--- src/hw/rtl/deq_pkg.sv ---
`default_nettype none
// ----------------------------------------------------------------------------
// Deque package
// Command and status codes, the per-cycle cell operation and the control
// state encoding shared by the cell row and the top level.
// ----------------------------------------------------------------------------
package deq_pkg;

	localparam int unsigned VALUE_W = 32;
	localparam int unsigned CMD_W = 2;
	localparam int unsigned STATUS_W = 2;

	typedef logic signed [VALUE_W-1:0] value_t;

	typedef enum logic [CMD_W-1:0] {
		CMD_PUSH_BACK = 2'd0,
		CMD_POP_FRONT = 2'd1,
		CMD_POP_BACK  = 2'd2,
		CMD_LIST      = 2'd3
	} cmd_t;

	typedef enum logic [STATUS_W-1:0] {
		ST_OK    = 2'd0,
		ST_FULL  = 2'd1,
		ST_EMPTY = 2'd2
	} status_t;

	// Operation broadcast to every cell of the row in the same cycle.
	typedef struct packed {
		logic push;
		logic pop_front;
		logic pop_back;
		logic rotate;
	} cell_op_t;

	typedef enum logic [1:0] {
		S_IDLE = 2'b01,
		S_LIST = 2'b10
	} ctrl_state_t;

endpackage
`default_nettype wire

--- src/hw/rtl/deq_if.sv ---
`default_nettype none
// ----------------------------------------------------------------------------
// Deque channel interfaces
// Valid/ready channels for command beats and result beats.
// ----------------------------------------------------------------------------
interface deq_req_if;
	logic                     valid;
	logic                     ready;
	logic [1:0]               cmd;
	logic signed [31:0]       value;

	modport source (output valid, output cmd, output value, input ready);
	modport sink (input valid, input cmd, input value, output ready);
endinterface

interface deq_rsp_if;
	logic                     valid;
	logic                     ready;
	logic signed [31:0]       item_value;
	logic [1:0]               status;
	logic                     is_last;

	modport source (output valid, output item_value, output status, output is_last,
		input ready);
	modport sink (input valid, input item_value, input status, input is_last,
		output ready);
endinterface
`default_nettype wire

--- src/hw/rtl/deq_cell.sv ---
`default_nettype none
// ----------------------------------------------------------------------------
// Deque cell
// One slot of the row. Cell 0 holds the front; occupied cells form a
// contiguous run from cell 0. Each cycle a cell may load its right
// neighbor (pop front, rotate), the pushed value or the front value.
// ----------------------------------------------------------------------------
module deq_cell (
	input  wire logic              clk,
	input  wire logic              arst_n,
	input  wire deq_pkg::cell_op_t op,
	input  wire deq_pkg::value_t   push_value,
	input  wire deq_pkg::value_t   front_value,
	input  wire logic              left_occ,
	input  wire logic              right_occ,
	input  wire deq_pkg::value_t   right_value,
	output deq_pkg::value_t        value,
	output logic                   occ
);
	import deq_pkg::*;

	value_t value_q;
	logic   occ_q;
	logic   is_tail_free;
	logic   is_back;

	// The first free cell takes a push; the last held cell is the back.
	assign is_tail_free = left_occ && !occ_q;
	assign is_back = occ_q && !right_occ;

	// Occupancy bit.
	always_ff @(posedge clk or negedge arst_n) begin
		if (!arst_n) begin
			occ_q <= 1'b0;
		end else if (op.push && is_tail_free) begin
			occ_q <= 1'b1;
		end else if (op.pop_front) begin
			occ_q <= right_occ;
		end else if (op.pop_back && is_back) begin
			occ_q <= 1'b0;
		end
	end

	// Payload: load a push, shift toward the front, wrap the front into the back on rotate.
	always_ff @(posedge clk) begin
		if (op.push && is_tail_free) begin
			value_q <= push_value;
		end else if (op.pop_front || (op.rotate && right_occ)) begin
			value_q <= right_value;
		end else if (op.rotate && is_back) begin
			value_q <= front_value;
		end
	end

	assign value = value_q;
	assign occ = occ_q;

endmodule
`default_nettype wire

--- src/hw/rtl/deque_push_pop_list_core.sv ---
`default_nettype none
// ----------------------------------------------------------------------------
// Deque push/pop/list core
// Bounded double-ended queue of signed 32-bit values in a row of cells.
// ----------------------------------------------------------------------------
// Usage:
//   req carries command beats (cmd, value); rsp carries result beats
//   (item_value, status, is_last). Push back, pop front and pop back each
//   give one result beat, registered, in the cycle after the command beat; a
//   new command can be taken in the next cycle, so while rsp.ready is high
//   these run at one per cycle. List gives one beat per held entry, front
//   to back, one per cycle while rsp.ready is high, with is_last on the
//   final one; while it runs, req.ready is low. Listing rotates the cell
//   row once per beat, so the row is back in its original order when the
//   last beat is issued. A list of an empty queue gives one beat with the
//   empty status. When rsp.ready is low the result register holds its beat
//   and the core neither takes commands nor advances a list until the beat
//   is taken. Reset empties the queue at once; no clearing pass is needed.
// ----------------------------------------------------------------------------
module deque_push_pop_list_core #(
	parameter int unsigned DEPTH = 16
) (
	input  wire logic clk,
	input  wire logic arst_n,
	deq_req_if.sink   req,
	deq_rsp_if.source rsp
);
	import deq_pkg::*;

	localparam int unsigned CNT_W = $clog2(DEPTH + 1);

	value_t            cell_value [DEPTH];
	logic [DEPTH-1:0]  cell_occ;
	cell_op_t          op;

	ctrl_state_t       state_q;
	logic [CNT_W-1:0]  count_q;
	logic [CNT_W-1:0]  idx_q;

	logic              out_valid_q;
	value_t            item_value_q;
	status_t           status_q;
	logic              is_last_q;

	logic              out_free;
	logic              accept;
	logic              emit;
	value_t            emit_value;
	status_t           emit_status;
	logic              emit_last;
	logic              is_full;
	logic              is_empty;
	logic              list_start;
	cmd_t              cmd;

	assign is_full = cell_occ[DEPTH-1];
	assign is_empty = !cell_occ[0];
	assign cmd = cmd_t'(req.cmd);

	assign out_free = !out_valid_q || rsp.ready;
	assign req.ready = (state_q == S_IDLE) && out_free;
	assign accept = req.valid && req.ready;

	// Command decode and result selection.
	always_comb begin
		op = '0;
		emit = 1'b0;
		emit_value = '0;
		emit_status = ST_OK;
		emit_last = 1'b1;
		list_start = 1'b0;
		if (state_q == S_LIST) begin
			if (out_free) begin
				emit = 1'b1;
				emit_value = cell_value[0];
				emit_last = (idx_q == (count_q - CNT_W'(1)));
				op.rotate = 1'b1;
			end
		end else if (accept) begin
			emit = 1'b1;
			unique case (cmd)
				CMD_PUSH_BACK: begin
					if (is_full) emit_status = ST_FULL;
					else op.push = 1'b1;
				end
				CMD_POP_FRONT: begin
					if (is_empty) emit_status = ST_EMPTY;
					else op.pop_front = 1'b1;
				end
				CMD_POP_BACK: begin
					if (is_empty) emit_status = ST_EMPTY;
					else op.pop_back = 1'b1;
				end
				CMD_LIST: begin
					if (is_empty) begin
						emit_status = ST_EMPTY;
					end else begin
						emit_value = cell_value[0];
						emit_last = (count_q == CNT_W'(1));
						op.rotate = 1'b1;
						list_start = (count_q != CNT_W'(1));
					end
				end
				default: ;
			endcase
		end
	end

	// Control state, fill count and list position.
	always_ff @(posedge clk or negedge arst_n) begin
		if (!arst_n) begin
			state_q <= S_IDLE;
			count_q <= '0;
			idx_q <= '0;
		end else begin
			if (op.push) count_q <= count_q + CNT_W'(1);
			else if (op.pop_front || op.pop_back) count_q <= count_q - CNT_W'(1);
			unique case (state_q)
				S_IDLE: begin
					if (list_start) begin
						state_q <= S_LIST;
						idx_q <= CNT_W'(1);
					end
				end
				S_LIST: begin
					if (emit) begin
						idx_q <= idx_q + CNT_W'(1);
						if (emit_last) state_q <= S_IDLE;
					end
				end
				default: state_q <= S_IDLE;
			endcase
		end
	end

	// Result register valid bit.
	always_ff @(posedge clk or negedge arst_n) begin
		if (!arst_n) begin
			out_valid_q <= 1'b0;
		end else if (emit) begin
			out_valid_q <= 1'b1;
		end else if (rsp.ready) begin
			out_valid_q <= 1'b0;
		end
	end

	// Result register payload.
	always_ff @(posedge clk) begin
		if (emit) begin
			item_value_q <= emit_value;
			status_q <= emit_status;
			is_last_q <= emit_last;
		end
	end

	assign rsp.valid = out_valid_q;
	assign rsp.item_value = item_value_q;
	assign rsp.status = status_q;
	assign rsp.is_last = is_last_q;

	// Row of cells; cell 0 is the front of the queue.
	for (genvar i = 0; i < DEPTH; i++) begin : g_cell
		logic   left_occ;
		logic   right_occ;
		value_t right_value;

		if (i == 0) begin : g_first
			assign left_occ = 1'b1;
		end else begin : g_mid
			assign left_occ = cell_occ[i-1];
		end

		if (i == DEPTH - 1) begin : g_last
			assign right_occ = 1'b0;
			assign right_value = '0;
		end else begin : g_inner
			assign right_occ = cell_occ[i+1];
			assign right_value = cell_value[i+1];
		end

		deq_cell u_cell (
			.clk         (clk),
			.arst_n      (arst_n),
			.op          (op),
			.push_value  (req.value),
			.front_value (cell_value[0]),
			.left_occ    (left_occ),
			.right_occ   (right_occ),
			.right_value (right_value),
			.value       (cell_value[i]),
			.occ         (cell_occ[i])
		);
	end

endmodule
`default_nettype wire

--- src/flat_wrapper.sv ---
// flat-port wrapper written by rule: the top's interface ports become plain ports
module deque_push_pop_list_core_flat import deq_pkg::*;
#(
	parameter int unsigned DEPTH = 16
)
  (clk, arst_n, req_valid, req_cmd, req_value, req_ready, rsp_valid, rsp_item_value, rsp_status, rsp_is_last, rsp_ready);
  deq_req_if req_i ();
  deq_rsp_if rsp_i ();
  input  wire logic clk;
  input  wire logic arst_n;
  input wire logic [$bits(req_i.valid)-1:0] req_valid;
  input wire logic [$bits(req_i.cmd)-1:0] req_cmd;
  input wire logic [$bits(req_i.value)-1:0] req_value;
  output wire logic [$bits(req_i.ready)-1:0] req_ready;
  output wire logic [$bits(rsp_i.valid)-1:0] rsp_valid;
  output wire logic [$bits(rsp_i.item_value)-1:0] rsp_item_value;
  output wire logic [$bits(rsp_i.status)-1:0] rsp_status;
  output wire logic [$bits(rsp_i.is_last)-1:0] rsp_is_last;
  input wire logic [$bits(rsp_i.ready)-1:0] rsp_ready;
  assign req_i.valid = req_valid;
  assign req_i.cmd = req_cmd;
  assign req_i.value = req_value;
  assign req_ready = req_i.ready;
  assign rsp_valid = rsp_i.valid;
  assign rsp_item_value = rsp_i.item_value;
  assign rsp_status = rsp_i.status;
  assign rsp_is_last = rsp_i.is_last;
  assign rsp_i.ready = rsp_ready;
  deque_push_pop_list_core #(.DEPTH(DEPTH)) u_core (.clk(clk), .arst_n(arst_n), .req(req_i), .rsp(rsp_i));
endmodule
--- config.mk ---
export PLATFORM = sky130hd
export DESIGN_NAME = deque_push_pop_list_core_flat
export DESIGN_NICKNAME = d
export VERILOG_FILES = /design/src/hw/rtl/deq_pkg.sv /design/src/hw/rtl/deq_if.sv /design/src/hw/rtl/deq_cell.sv /design/src/hw/rtl/deque_push_pop_list_core.sv /design/src/flat_wrapper.sv
export SDC_FILE = /design/constraint.sdc
export NUM_CORES = 1
export LEC_CHECK = 0
export ABC_AREA = 1
export CAP_MARGIN = 20
export CORE_ASPECT_RATIO = 1.75
export CORE_MARGIN = 10
export CORE_UTILIZATION = 49
export CTS_CLUSTER_SIZE = 40
export DETAILED_ROUTE_END_ITERATION = 8
export DONT_BUFFER_PORTS = 1
export PLACE_DENSITY = 0.61
export SYNTH_ARGS = -nofsm -noshare
export SYNTH_HDL_FRONTEND = slang
export SYNTH_HIERARCHICAL = 1
export SYNTH_SLANG_ARGS = --single-unit
--- constraint.sdc ---
create_clock -name clk -period 11.8 [get_ports clk]
set_input_delay 2.36 -clock clk [delete_from_list [all_inputs] [get_ports clk]]
set_output_delay 2.36 -clock clk [all_outputs]
set_load 0.02 [all_outputs]
==> results.yml <==
logic_synthesis:
  synthFlopType: "edfxtp_1"
  async_flop_share: 0.0503
  yosysSeqAreaShare: 0.454
  yosys.area.top_type: "edfxtp_1"
  synthTopCellsByArea: "edfxtp_1 (43%), nand3_1 (14%), nand2_1 (13%)"
  synth_top_area_frac: 0.435
  syn-mean-instance-area_um2: 7.90
  syn_inst: 4781
  synth_area_um2: 37800
  synth_warnings: 6
  ys_seq_elements: 576
  synth-edff-count: 547
  yosysUniqueCellTypes: 35
worst_setup_path:
  critPathRequiredTime_ps: 9440
  regToRegSetupSlack_ps: 8160
  cp.arrival_ps: 2740
  cp_cell_sequence: "nor2_2 -> nor2_1"
  crit_type: "input port to output pin"
  critPathCaptureType: "output pin"
  worst-path-buf-inv: 0
  start_kind: "input port"
  crit_fanout: 4
  r2r_start: "u_core/state_q[0]"
  slowest_delay_ps: 210
  critPathTopFamily: "simple AND/OR/NAND/NOR gates"
  cp_slowest_cell: "nor2_2"
  startpoint: "rsp_ready"
cts:
  cts_setup_buffers: 0
  cts_buffers: 58
  htreeDepth: 2
  cts_tree: "built"
  hold_buffers: 0
  cts_resized: 0
  clk_latency_ps: 650
  clkTransAtPathRegs_ps: 60
  cts.path.max_buffers: 3
  cts_root_buffer: "clkbuf_16"
  clock-sinks: 576
run_status:
  status: "complete, no violations"
routing:
  drc: 0
  wire_per_inst_um: 18.3
  vias_per_cell: 5.15
  drtPass1Iterations: 5
  antenna_left: 0
  num_vias: 29500
  wirelength_um: 105000
  drt_iter0_markers: 2494
cells_and_area:
  fin_util: 0.508
  n_antenna_cell: 0
  most-common-layout-cells: "nand2_1 (1264), inv_1 (1093), nand3_1 (1059)"
  area_delta_synth_final_pct: 2.85
  drive_above_1_share: 0.118
  fin_cells: 5725
  final_common_cell: "nand2_1"
  fin_nets: 4703
  final_area_um2: 38900
sta:
  fin_skew_ps: 20.9
  slew_headroom: 0.192
  grt_setup_unrepaired: "no"
  finalWorstSetupSlack_ps: 6700
  finalHoldViolCount: 0
  setup_violations: 0
  hold_ws_ps: 501
  finalCritPeriodShare: 0.432
  slew_viol_final: 0
  max_clock_freq_mhz: 196
  setup_tns_ps: 0
  timing.final.crit_period_ps: 5100
  worst_pin_slew_ps: 1210
floorplanning:
  core_area_um2: 76500
  pin_count: 75
  dieArea_um2: 89100
  die_h_um: 387
  die_w_um: 230
  rows: 134
  start_util: 0.494
power:
  peakVddDrop_mv: 0.134
  power_mw: 7.04
  power_density_nw_per_um2: 181
  p_leak_nw: 19.9
job:
  drv_cap: 0
global_routing:
  grt_pass1_wl_um: 165000
  antenna_found_initial: 1
  globalRouteTotalUtil: 0.231
  grt_overflow_total: 0
  grt_max_degree: 49
  grt_pass1_vias: 28900
place:
  place_ws_ps: 6380
  io_buffers: 0
  post-dp-hpwl_um: 70200
  place_area_um2: 36800
  place_inst: 5615
  gp_congestion: 0.836
min_path:
  hp-class: "flop to flop"
  min_from: "u_core/state_q[1]"
-- sequential cells by signal, summed over array words and instances (netlist names) --
name and flops:
u_core/rsp.item_value 32, u_core/rsp.is_last 1, u_core/idx_q 5, u_core/rsp.status 2, u_core/state_q 2, u_core/count_q 5
u_core/rsp.valid 1, u_core/g_cell.u_cell/occ 16, u_core/g_cell.u_cell/value 512
-- cells in the mapped netlist (2+ instances only) --
library cell / number
conb_1: 2
nand3b_4: 16
a31oi_1: 2
dfrtp_1: 28
buf_6: 99
buf_12: 32
inv_4: 32
a21oi_1: 5
buf_2: 17
o21ai_1: 2
xor2_1: 6
buf_4: 96
nor2_2: 32
nand2_1: 1266
o21ai_0: 34
nand2_4: 17
inv_1: 1093
o211ai_1: 2
inv_2: 4
edfxtp_1: 547
nor2_1: 16
nand4_1: 18
nand3_1: 1059
nand2_2: 322
nand2_8: 16
ha_1: 9
-- power by group --
| part | total [mW] | switching [mW] | internal (mW) |
|---|---|---|---|
| logic | 1.85 | 1.23 | 0.619 |
| clock network | 2.01 | 0.853 | 1.16 |
| registers | 3.18 | 0.344 | 2.84 |
| total | 7.04 | 2.43 | 4.61 |
-- per-layer routing --
metal | global-route usage | up-vias | share of wire | wire length [µm]
li1 | - | 14500 | - | -
met1 | 0.246 | 13900 | 0.37 | 38900
met2 | 0.448 | 855 | 0.54 | 56900
met3 | 0.0342 | 181 | 0.054 | 5620
met4 | 0.0834 | 2 | 0.031 | 3220
met5 | 0 | - | 0.00012 | 13
-- worst paths after layout --
kind,endpoint,cells past startpoint
min in group asynchronous,u_core/g_cell[4].u_cell/occ,0
worst max-delay path,req_ready,2
worst min register to register,u_core/state_q[1],2
worst max register to register,u_core/g_cell[0].u_cell/value[20],8
max in group asynchronous,u_core/state_q[0],0
worst min-delay path,u_core/state_q[1],2
-- kinds of logic (layout without fill, tap and decap cells) --
family	count (synthesis)	in the layout	share of synthesized area
and+or+nand+nor	2767	2767	0.353
buffers and inverters	1374	1265	0.182
DFF	576	576	0.454
AOI/OAI and AO/OA	46	46	0.00632
adders and majority gates	9	9	0.00298
xor gates and xnor gates	7	7	0.00162
other	2	35	0.000199
-- layout make-up --
cell class              instances  area (µm²)
fillers                      7382       37600
inverters                    1130        4320
multi-input cells            2864       13900
clock buffers                  68        1550
flip-flops and latches        576       17200
clock inverters                41         457
repair buffers                 26         215
well taps                    1020        1280
Note: power is estimated with default switching activity, not from simulation.
